<file path="src/wcht_pkg.sv">
package wcht_pkg;

	localparam int SUM_W = 16;
	localparam int COUNT_W = 32;
	localparam logic [COUNT_W-1:0] COUNT_MAX = '1;

	localparam logic [1:0] ST_EXISTING = 2'd0;
	localparam logic [1:0] ST_NEW      = 2'd1;
	localparam logic [1:0] ST_FULL     = 2'd2;
	localparam logic [1:0] ST_TOO_LONG = 2'd3;

	typedef enum logic [1:0] {
		RES_FULL  = 2'd0,
		RES_LONG  = 2'd1,
		RES_NEW   = 2'd2,
		RES_HIT   = 2'd3
	} res_sel_t;

	typedef struct packed {
		logic     clr_step;
		logic     accept_en;
		logic     hash_step;
		logic     probe_init;
		logic     probe_rd;
		logic     probe_next;
		logic     cmp_init;
		logic     cmp_rd;
		logic     cmp_step;
		logic     new_wr;
		logic     copy_wr;
		logic     res_load;
		res_sel_t res_sel;
		logic     emit;
	} cmd_t;

	typedef struct packed {
		logic clear_done;
		logic in_fire;
		logic in_last;
		logic too_long;
		logic hash_done;
		logic slot_valid;
		logic len_match;
		logic byte_eq;
		logic cmp_done;
		logic probe_last;
		logic out_free;
	} sts_t;

endpackage

</file>
<file path="src/wcht_ctrl.sv">
module wcht_ctrl (
	input  logic            clk,
	input  logic            arst_n,
	input  wcht_pkg::sts_t  sts,
	output wcht_pkg::cmd_t  cmd
);

	typedef enum logic [10:0] {
		S_CLEAR     = 11'b00000000001,
		S_IDLE      = 11'b00000000010,
		S_HASH      = 11'b00000000100,
		S_PROBE_RD  = 11'b00000001000,
		S_PROBE_CHK = 11'b00000010000,
		S_CMP_RD    = 11'b00000100000,
		S_CMP_CHK   = 11'b00001000000,
		S_HIT       = 11'b00010000000,
		S_COPY_RD   = 11'b00100000000,
		S_COPY_WR   = 11'b01000000000,
		S_EMIT      = 11'b10000000000
	} state_t;

	state_t state_q, state_d;

	always_ff @(posedge clk or negedge arst_n) begin
		if (!arst_n) begin
			state_q <= S_CLEAR;
		end else begin
			state_q <= state_d;
		end
	end

	always_comb begin
		state_d = state_q;
		cmd = '0;
		cmd.res_sel = wcht_pkg::RES_FULL;
		unique case (state_q)
			S_CLEAR: begin
				cmd.clr_step = 1'b1;
				if (sts.clear_done) begin
					state_d = S_IDLE;
				end
			end
			S_IDLE: begin
				cmd.accept_en = 1'b1;
				if (sts.in_fire && sts.in_last) begin
					if (sts.too_long) begin
						cmd.res_load = 1'b1;
						cmd.res_sel  = wcht_pkg::RES_LONG;
						state_d      = S_EMIT;
					end else begin
						state_d = S_HASH;
					end
				end
			end
			S_HASH: begin
				if (sts.hash_done) begin
					cmd.probe_init = 1'b1;
					state_d        = S_PROBE_RD;
				end else begin
					cmd.hash_step = 1'b1;
				end
			end
			S_PROBE_RD: begin
				cmd.probe_rd = 1'b1;
				state_d      = S_PROBE_CHK;
			end
			S_PROBE_CHK: begin
				cmd.cmp_init = 1'b1;
				if (!sts.slot_valid) begin
					cmd.new_wr = 1'b1;
					state_d    = S_COPY_RD;
				end else if (sts.len_match) begin
					state_d = S_CMP_RD;
				end else if (sts.probe_last) begin
					cmd.res_load = 1'b1;
					state_d      = S_EMIT;
				end else begin
					cmd.probe_next = 1'b1;
					state_d        = S_PROBE_RD;
				end
			end
			S_CMP_RD: begin
				if (sts.cmp_done) begin
					state_d = S_HIT;
				end else begin
					cmd.cmp_rd = 1'b1;
					state_d    = S_CMP_CHK;
				end
			end
			S_CMP_CHK: begin
				if (sts.byte_eq) begin
					cmd.cmp_step = 1'b1;
					state_d      = S_CMP_RD;
				end else if (sts.probe_last) begin
					cmd.res_load = 1'b1;
					state_d      = S_EMIT;
				end else begin
					cmd.probe_next = 1'b1;
					state_d        = S_PROBE_RD;
				end
			end
			S_HIT: begin
				cmd.res_load = 1'b1;
				cmd.res_sel  = wcht_pkg::RES_HIT;
				state_d      = S_EMIT;
			end
			S_COPY_RD: begin
				if (sts.cmp_done) begin
					cmd.res_load = 1'b1;
					cmd.res_sel  = wcht_pkg::RES_NEW;
					state_d      = S_EMIT;
				end else begin
					cmd.cmp_rd = 1'b1;
					state_d    = S_COPY_WR;
				end
			end
			S_COPY_WR: begin
				cmd.copy_wr  = 1'b1;
				cmd.cmp_step = 1'b1;
				state_d      = S_COPY_RD;
			end
			S_EMIT: begin
				if (sts.out_free) begin
					cmd.emit = 1'b1;
					state_d  = S_IDLE;
				end
			end
			default: begin
				state_d = S_IDLE;
			end
		endcase
	end

endmodule

</file>
<file path="config.mk">
export PLATFORM = sky130hd
export DESIGN_NAME = wcht_ctrl
export DESIGN_NICKNAME = d
export VERILOG_FILES = /design/src/wcht_pkg.sv /design/src/wcht_ctrl.sv
export SDC_FILE = /design/constraint.sdc
export NUM_CORES = 1
export LEC_CHECK = 0
export ABC_AREA = 1
export BUFFER_PORTS_ARGS = -buffer_cell sky130_fd_sc_hd__buf_4
export CAP_MARGIN = 20
export CORE_UTILIZATION = 39
export CTS_CLUSTER_DIAMETER = 200
export DETAILED_ROUTE_END_ITERATION = 8
export PLACE_DENSITY = 0.72
export SLEW_MARGIN = 25
export SYNTH_ARGS = -nofsm -noshare
export SYNTH_HDL_FRONTEND = slang
export SYNTH_SLANG_ARGS = --single-unit
</file>
<file path="constraint.sdc">
create_clock -name clk -period 3.3 [get_ports clk]
set_clock_uncertainty 0.05 [all_clocks]
set_input_delay 0.66 -clock clk [delete_from_list [all_inputs] [get_ports clk]]
set_output_delay 0.66 -clock clk [all_outputs]
set_load 0.02 [all_outputs]
</file>
==> results by group, run 1 <==
Floorplan
  – IO Count: 28
  – Core Footprint: 2040 sq um
  – Starting Density: 0.428
  – Die Area: 2440 sq um
  – Rows: 16
  – Die span in x: 49.4 um
  – Die H: 49.4 um

Yosys
  – Syn avg cell area: 6.63 sq um
  – Synth Area in Simple Gates: 0.525
  – Post-synth net total: 145
  – Seq/Total Area, Yosys: 0.316
  – #FFs+latches synth: 11
  – Post-synthesis compound-gate area fraction: 0.0386
  – Largest family of logic cells by synthesized area: simple AND/OR/NAND/NOR gates
  – Mux share of post-synthesis cell area: 0
  – Unique masters post-synth: 21
  – Synth Area in Adders: 0
  – Area of the mapped netlist: 875 sq um
  – Mapped Cells: 132
  – Ys Warns: 0
  – XOR/XNOR share of the synthesized area: 0

Cells and area
  – Largest Register: state_q
  – Post-layout util: 0.558
  – Final-layout fill cell count: 214
  – Ratio of cells with drive above 1 in the final layout: 0.301
  – Largest regs: state_q x11
  – Multi-input logic area: 493 sq um
  – Max FFs per register: 11
  – Final non-filler cell total: 190
  – Ant. Diodes: 0
  – Area Overhead vs Synth: 30.2%
  – Post-route cell area: 1140 sq um
  – Sequential Area: 277 sq um
  – Nets@finish: 177

Global route
  – Global-route wire length before repair: 3350 um
  – Total grt overflow: 0
  – Largest net degree at the start of global routing: 12
  – Vias in the first global route: 768
  – GRT Total Usage: 0.185
  – Initial antenna violation count: 0

Min path
  – Worst min path class: in -> async

STA
  – Worst-margin pin slew: 0.246 ns
  – Rel. slew slack: 0.835
  – Clock period minus worst slack: 2.39 ns
  – Setup ws final: 0.910 ns
  – Fin Setup TNS: 0 ns
  – Slew Limit Fails: 0
  – Fin crit share: 0.724
  – RSZ-0062 raised after global routing: false
  – # setup viols final: 0
  – Max Freq: 0.418 GHz
  – Final Hold Fails: 0

Route
  – Residual DRC: 0
  – Wirelength per Cell: 10.7 um
  – Via count: 901
  – First-pass detailed-route iteration total: 4
  – Post-route ant nets: 0
  – First DRT Iteration DRCs: 28
  – Via density: 4.74
  – Total Routed Length: 2030 um

CTS
  – H-tree depth: 1
  – CTS Hold Bufs: 0
  – CTS buffer count: 3
  – TritonCTS clock tree: yes
  – Post_cts resized: 0
  – Clock sinks: 11
  – Root buf cell: clkbuf_4
  – # Post-CTS Setup Buffers: 0
  – Worst-skew pair later-pin latency: 0.28 ns
  – Clock Tree Buf Depth: 2
  – Clk slew on worst S/H paths: 0.08 ns

Worst setup path
  – Startpoint types: flip-flop
  – Worst setup EP type: output pin
  – Worst R2R Path Depth: 9
  – Crit path required time: 2.59 ns
  – Worst R2R End: state_q[3]
  – Reg2reg start: state_q[0]
  – Critical Path AT: 1.68 ns
  – Setup slack, reg-to-reg: 1.84 ns
  – Max FO, Critical Path: 6
  – CP Class: reg -> out

Place
  – Hpwl dp: 1670 um
  – DP Cell Count: 186
  – PortBufs: 27
  – Pre-CTS setup slack: 1.23 ns
  – Post-DP Area: 1110 sq um
  – Final Wtd Congestion: 0.833

Power and ir drop
  – Worst VDD drop: 0.398 mV
  – Leak: 0.707 nW
  – Power per cell area: 516 nW/um^2

Job
  – Number of max-cap violations: 0

Status
  – Status: complete, no violations
[logic make-up after synthesis]
family / after synthesis
buffers and inverters: 28
flip-flops: 11
AO/OA/AOI/OAI: 6
AND/OR/NAND/NOR: 87
[placed cells by master (no fill, tap or decap), types with 3 or more instances in the layout]
master / instances
nand2_1: 33
nor2_1: 19
buf_4: 27
inv_1: 26
nor2_4: 4
nor3_1: 6
clkbuf_4: 3
dfrtp_1: 10
nand3_1: 12
o21ai_0: 4
[per-stage QoR]
stage / power (mW) / hold WS (ns)
final: 0.588 / 0.145
after global routing: 0.629 / 0.138
after CTS: 0.587 / 0.149
after detailed placement: 0.488 / 0.455
after global placement: 0.484 / 0.454
after floorplan: 0.410 / 0.314
[synth_stat cells (all sizes together)]
cell type / instances / area (sq um)
nor2: 26 / 149
nand3b: 1 / 7.51
inv: 28 / 105
nor3: 7 / 40.0
o21ai: 4 / 20.0
dfstp: 1 / 26.3
nand3: 15 / 97.6
dfrtp: 10 / 250
nand2: 36 / 153
a21oi: 2 / 13.8
nand4: 2 / 12.5
[report_power, final]
part | internal (mW) | switching, mW
sequential | 0.150 | 0.0175
combinational | 0.123 | 0.197
clock | 0.0450 | 0.0550
total | 0.318 | 0.270
[cell type report]
cell class,instances,area share
Inverter,28,0.0923
Sequential cell,11,0.243
Multi-Input combinational cell,93,0.433
Clock inverter,1,0.00440
Timing Repair Buffer,27,0.178
Clock buffer,3,0.0198
Tap cell,27,0.0297
[routing by layer]
| metal | wire length, um | vias up | part of all wire | track usage |
|---|---|---|---|---|
| li1 | - | 468 | - | - |
| met1 | 998 | 399 | 0.49 | 0.247 |
| met2 | 896 | 29 | 0.44 | 0.288 |
| met3 | 81 | 5 | 0.040 | 0.0280 |
| met4 | 51 | 0 | 0.025 | 0.0882 |
| met5 | 0 | - | 0 | 0 |
[worst max-delay path by stage]
stage | from | end | slack [ns]
2_1_floorplan | state_q[2] | cmd[6] | 1.26
3_3_place_gp | sts[5] | cmd[3] | 1.25
3_5_place_dp | sts[5] | cmd[3] | 1.23
4_1_cts | state_q[5] | cmd[3] | 0.91
5_1_grt | state_q[5] | cmd[3] | 0.78
6_report | state_q[5] | cmd[3] | 0.91
[critical path, stage by stage, from the launching register on]
cell and delay [ns]:
dfrtp_1 0.42, nor2_2 0.16, nand2_4 0.10, nor2_4 0.16
nand2_2 0.09, inv_2 0.07, nand4_1 0.13, nand3_1 0.12
buf_4 0.14
Power figures use the tool's default switching activity.
==> run 2: changes to the inputs <==
Settings changed: PLACE_DENSITY 0.72 to 0.74.
Clock period 3.3 ns to 2.1 ns, I/O delays scaled along.
==> run 2 against run 1 <==
  * Sequential cell count stayed put
  * Largest cell class unchanged
  * Critical path depth stayed put
  * Power is 61% higher
  * Highest routed layer unchanged
  * Non-clock buffer count is 7 higher
  * Sequential power is 58% higher
==> results by group, run 2 (synthesized netlist as in run 1, its figures left out) <==
Status
  – Status: complete, no violations

Route
  – First-pass detailed-route iteration total: 4 (unchanged)
  – Total Routed Length: 2220 um (+9.3%)
  – Wirelength per Cell: 11.2 um (+5.4%)
  – Post-route ant nets: 0 (unchanged)
  – Residual DRC: 0 (unchanged)
  – First DRT Iteration DRCs: 32 (+14%)
  – Via density: 4.69 (-1.1%)
  – Via count: 924 (+2.6%)

Place
  – PortBufs: 27 (unchanged)
  – Pre-CTS setup slack: 0.263 ns (-0.967 ns)
  – Final Wtd Congestion: 0.842 (+1.1%)
  – Hpwl dp: 1700 um (+1.5%)

Global route
  – Largest net degree at the start of global routing: 12 (unchanged)
  – Total grt overflow: 0 (unchanged)
  – Initial antenna violation count: 0 (unchanged)
  – GRT Total Usage: 0.200 (+0.0155)
  – Vias in the first global route: 795 (+3.5%)
  – Global-route wire length before repair: 3590 um (+7.2%)

Floorplan
  – Rows: 16 (unchanged)
  – Die Area: 2440 sq um (unchanged)
  – IO Count: 28 (unchanged)
  – Die span in x: 49.4 um (unchanged)
  – Core Footprint: 2040 sq um (unchanged)
  – Starting Density: 0.428 (unchanged)
  – Die H: 49.4 um (unchanged)

CTS
  – H-tree depth: 1 (unchanged)
  – CTS buffer count: 3 (unchanged)
  – Root buf cell: clkbuf_4
  – Clk slew on worst S/H paths: 0.08 ns (about the same)
  – Clock sinks: 11 (unchanged)
  – Clock Tree Buf Depth: 2 (unchanged)
  – Worst-skew pair later-pin latency: 0.28 ns (about the same)
  – TritonCTS clock tree: yes

Min path
  – Hold path depth: 2
  – Worst min path class: in -> reg

Cells and area
  – Area Overhead vs Synth: 36.8%
  – Largest Register: state_q
  – Most common cell after layout, fill and taps aside: buf_4
  – Largest regs: state_q x11
  – Ratio of cells with drive above 1 in the final layout: 0.347 (+0.0464)
  – Ant. Diodes: 0 (unchanged)
  – Final-layout fill cell count: 198 (-7.5%)
  – Max FFs per register: 11 (unchanged)
  – Nets@finish: 184 (+4.0%)
  – Most frequent cells in the layout: buf_4, nand2_1, inv_1

Worst setup path
  – Worst setup EP type: output pin
  – Crit path cell chain: inv_2 > nand3_4 > nor2_4 > nand2_2 > inv_2 > nand4_1 > nand3_1 > buf_4
  – Most used cell, CP: inv_2
  – Worst R2R Path Depth: 9 (unchanged)
  – CP peak stage delay: 0.41 ns (about the same)
  – Startpoint types: flip-flop
  – Crit path required time: 1.63 ns (-0.96 ns)
  – CP Class: reg -> out
  – Top delay family on crit path: simple AND/OR/NAND/NOR gates
  – Worst Path Buf+Inv: 3 (+1)
  – Stages on worst setup path: 8 (unchanged)
  – CP max-delay cell: dfrtp_1
  – Max FO, Critical Path: 4 (-2)
  – Critical Path AT: 1.61 ns (-0.07 ns)

STA
  – Fin crit share: 0.989
  – Setup ws final: 0.0230 ns (-0.887 ns)
  – Slew Limit Fails: 0 (unchanged)
  – # setup viols final: 0 (unchanged)
  – Rel. slew slack: 0.843 (+0.00789)
  – Final Hold Fails: 0 (unchanged)
  – Clock period minus worst slack: 2.08 ns
  – Max Freq: 0.481 GHz
  – Worst-margin pin slew: 0.234 ns (-0.0118 ns)
  – RSZ-0062 raised after global routing: true
  – Fin Setup TNS: 0 ns (unchanged)

Power and ir drop
  – Leak: 0.741 nW (+4.9%)
  – PnR Total Power: 0.946 mW (+61%)
  – Power per cell area: 791 nW/um^2 (+53%)
  – Worst VDD drop: 0.546 mV (+37%)

Job
  – Number of max-cap violations: 0 (unchanged)
-- run 2: cell types whose count changed in the layout (fill, tap and decap cells not counted), sizes merged --
cell / delta
buf: +6
dlygate4sd3: +1
-- run 2: final cells by class --
cell class / instances / area, sq um / area share
multi-input combinational: 93 / 495 / 0.414
sequential: 11 / 277 / 0.231
timing repair buffer: 34 / 258 / 0.215
inverter: 28 / 105 / 0.0879
tap: 27 / 33.8 / 0.0282
clock buffer: 3 / 22.5 / 0.0188
clock inverter: 1 / 5.00 / 0.00418
-- run 2: final timing paths --
check	slack [ns]	end	start
max in group asynchronous	1.30	state_q[0]	arst_n
max reg2reg	0.62	state_q[3]	state_q[0]
min in group asynchronous	0.47	state_q[4]	arst_n
min	0.27	state_q[6]	sts[2]
min reg2reg	0.61	state_q[6]	state_q[4]
max	0.02	cmd[3]	state_q[10]
-- run 2: metal layers --
| layer | up-vias | share of wire | GRT usage |
|---|---|---|---|
| li1 | 485 | - | - |
| met1 | 409 | 0.47 | 0.260 |
| met5 | - | 0 | 0 |
| met3 | 4 | 0.033 | 0.0187 |
| met4 | 0 | 0.015 | 0.118 |
| met2 | 26 | 0.48 | 0.320 |
-- run 2: where the power goes --
group / leakage, nW / internal (mW) / switching (mW)
combinational: 0.577 / 0.210 / 0.320
sequential: 0.146 / 0.236 / 0.0287
clock: 0.0177 / 0.0706 / 0.0805
total: 0.741 / 0.517 / 0.429
-- run 2: stage by stage --
stage | instances | instance area (sq um) | utilization | hold WS (ns)
floorplan | 132 | 875 | - | 0.0744
CTS | 192 | 1160 | 0.566 | 0.270
detailed placement | 186 | 1110 | 0.544 | 0.213
finish | 197 | 1200 | 0.586 | 0.270
global route | 197 | 1200 | 0.586 | 0.268
global placement | 186 | 1110 | 0.544 | 0.210
-- run 2: timing repair --
action / in CTS / in global routing
hold endpoints to repair: 10 / 0
pin swaps: 1 / 4
gates resized for setup: 0 / 5
endpoints found under the setup margin: 2 / 9
hold buffers: 1 / 0
buffers inserted: 1 / 5
==> run 3: changes to the inputs <==
Settings changed: CORE_ASPECT_RATIO set to 1.75, CORE_UTILIZATION 39 to 29, CTS_BUF_LIST set to sky130_fd_sc_hd__clkbuf_2 sky130_fd_sc_hd__clkbuf_4 sky130_fd_sc_hd__clkbuf_8, PLACE_DENSITY 0.74 to 0.6.
==> run 3 against run 2 <==
  * The flow now finishes with violations (design-rule violations)
  * Hold slack improved by 0.056 ns
  * Setup slack improved by 0.045 ns
  * Core utilization fell by 16 points
  * Combinational power rose by 4.2%
  * Count of clock-buffer cells in the layout rose by 1
  * Sequential cell count did not move
  * Global-route usage fell by 3.2 points
  * Largest power group unchanged
  * Highest routed layer unchanged
==> results by group, run 3 (synthesized netlist as in run 1, its figures left out) <==
Min path
  – WHS Endpoint: state_q[6]
  – Worst min path class: in -> reg
  – Worst Hold Launch: sts[2]
  – Hold path depth: 2 (unchanged)

Worst setup path
  – Crit path cell chain: inv_2 > nand3_4 > nor2_4 > nand2_2 > inv_2 > nand4_1 > nand2_1 > buf_6
  – Max FO, Critical Path: 4 (unchanged)
  – Setup slack, reg-to-reg: 0.56 ns (-0.06 ns)
  – Worst R2R Path Depth: 9 (unchanged)
  – CP max-delay cell: dfrtp_1
  – Crit path required time: 1.63 ns (about the same)
  – CP peak stage delay: 0.40 ns (about the same)
  – Critical Path AT: 1.56 ns (-0.05 ns)
  – Worst R2R End: state_q[3]
  – Startpoint types: flip-flop
  – Most used cell, CP: inv_2
  – CP Class: reg -> out
  – Worst setup EP type: output pin
  – Reg2reg start: state_q[0]

Route
  – Post-route ant nets: 0 (unchanged)
  – Residual DRC: 4 (+4)
  – First DRT Iteration DRCs: 23 (-28%)
  – Via density: 4.85 (+3.4%)
  – Total Routed Length: 2420 um (+9.3%)
  – Wirelength per Cell: 12.3 um (+9.3%)
  – Via count: 955 (+3.4%)
  – First-pass detailed-route iteration total: 6 (+2)

Cells and area
  – Ratio of cells with drive above 1 in the final layout: 0.343 (-0.00386)
  – Most frequent cells in the layout: nand2_1, buf_4, inv_1
  – Nets@finish: 183 (-0.54%)
  – Post-route cell area: 1220 sq um (+2.0%)
  – Ant. Diodes: 0 (unchanged)
  – Multi-input logic area: 500 sq um (+1.0%)
  – Sequential Area: 277 sq um (unchanged)
  – Final non-filler cell total: 197 (unchanged)
  – Largest Register: state_q
  – Final-layout fill cell count: 316 (+60%)
  – Max FFs per register: 11 (unchanged)
  – Most common cell after layout, fill and taps aside: nand2_1
  – Area Overhead vs Synth: 39.5%
  – Largest regs: state_q x11

STA
  – Rel. slew slack: 0.777 (-0.0660)
  – Setup ws final: 0.0677 ns (+0.0447 ns)
  – Final Hold Fails: 0 (unchanged)
  – Clock period minus worst slack: 2.03 ns (-0.0447 ns)
  – Max Freq: 0.492 GHz (+2.2%)
  – # setup viols final: 0 (unchanged)
  – Fin crit share: 0.968 (-0.0213)
  – Fin Setup TNS: 0 ns (unchanged)
  – Worst-margin pin slew: 0.333 ns (+0.0982 ns)
  – Slew Limit Fails: 0 (unchanged)
  – RSZ-0062 raised after global routing: true

Floorplan
  – IO Count: 28 (unchanged)
  – Starting Density: 0.302 (-0.126)
  – Die H: 74.6 um (+51%)
  – Die Area: 3250 sq um (+33%)
  – Core Footprint: 2900 sq um (+42%)
  – Rows: 26 (+10)
  – Die span in x: 43.5 um (-12%)

Power and ir drop
  – PnR Total Power: 1.05 mW (+11%)
  – Net Switching: 0.442 mW (+2.9%)
  – Logic pwr share: 0.527 (-0.033)
  – Power per cell area: 859 nW/um^2 (+8.5%)
  – Sequential power share: 0.253 (-0.027)
  – Switching share of power: 0.422 (-0.0320)
  – P_int: 0.606 mW (+17%)
  – Worst VDD drop: 0.396 mV (-28%)
  – Clock power frac: 0.220 (+0.060)
  – Leak: 0.749 nW (+0.96%)

CTS
  – Clock Tree Buf Depth: 2 (unchanged)
  – Clock sinks: 11 (unchanged)
  – TritonCTS clock tree: yes
  – H-tree depth: 1 (unchanged)
  – Root buf cell: clkbuf_8
  – Clk slew on worst S/H paths: 0.05 ns (-0.03 ns)
  – Worst-skew pair later-pin latency: 0.24 ns (-0.04 ns)
  – CTS buffer count: 3 (unchanged)

Global route
  – Initial antenna violation count: 0 (unchanged)
  – Global-route wire length before repair: 3950 um (+10%)
  – Largest net degree at the start of global routing: 12 (unchanged)
  – GRT Total Usage: 0.168 (-0.0322)
  – Vias in the first global route: 908 (+14%)
  – Total grt overflow: 0 (unchanged)

Place
  – PortBufs: 27 (unchanged)
  – Final Wtd Congestion: 0.953 (+13%)
  – Post-DP Area: 1110 sq um (+0.11%)
  – DP Cell Count: 187 (+0.54%)
  – Pre-CTS setup slack: 0.290 ns (+0.0276 ns)
  – Hpwl dp: 1970 um (+16%)

Job
  – Number of max-cap violations: 0 (unchanged)

Status
  – Status: finished with violations
  – Failing checks: design-rule violations
run 3: cell types whose count changed in the layout (fill, tap and decap cells not counted), sizes merged:
cell,previous run,this run
buf,33,32
clkbuf,3,4
clkinv,1,0
run 3: critical path, delay by kind of cell, from the launching register on:
kind | cells | cell delay (ns)
buf+inv | 3 | 0.28
flops | 1 | 0.40
simple gates | 5 | 0.65
run 3: repair_timing:
action / in CTS / in global routing
hold buffers: 1 / 0
endpoints found under the hold margin: 10 / 0
resized for setup: 0 / 6
setup buffers: 0 / 5
endpoints found under the setup margin: 0 / 3
run 3: metal layers:
| layer | part of all wire | track usage |
|---|---|---|
| met1 | 0.37 | 0.169 |
| met3 | 0.052 | 0.0288 |
| met2 | 0.52 | 0.298 |
| met5 | 0 | 0 |
| met4 | 0.053 | 0.132 |
run 3: power by group through the flow:
stage                     clock (mW)  combinational (mW)  sequential (mW)
after floorplan                    0               0.381            0.263
after global placement             0               0.506            0.268
after detailed placement           0               0.512            0.269
after CTS                      0.234               0.515            0.265
after global routing           0.249               0.608            0.269
final                          0.230               0.552            0.265
run 3: area by class of cell:
| type | instances | area share |
|---|---|---|
| Timing Repair Buffer | 33 | 0.208 |
| Multi-Input combinational cell | 93 | 0.410 |
| Tap cell | 28 | 0.0287 |
| Clock buffer | 4 | 0.0400 |
| Sequential cell | 11 | 0.227 |
| Inverter | 28 | 0.0862 |
run 3: through the flow:
step / utilization / hold slack (ns)
floorplan: - / 0.0744
global placement: 0.384 / 0.214
detailed placement: 0.384 / 0.216
CTS: 0.404 / 0.324
global route: 0.421 / 0.326
finish: 0.421 / 0.325
run 3: how the worst max path moves through the flow:
stage	start	endpoint	cells after the start
2_1_floorplan	state_q[2]	cmd[6]	5
3_3_place_gp	state_q[6]	cmd[3]	8
3_5_place_dp	state_q[6]	cmd[3]	8
4_1_cts	state_q[5]	cmd[3]	8
5_1_grt	state_q[10]	cmd[1]	8
6_report	state_q[10]	cmd[1]	8
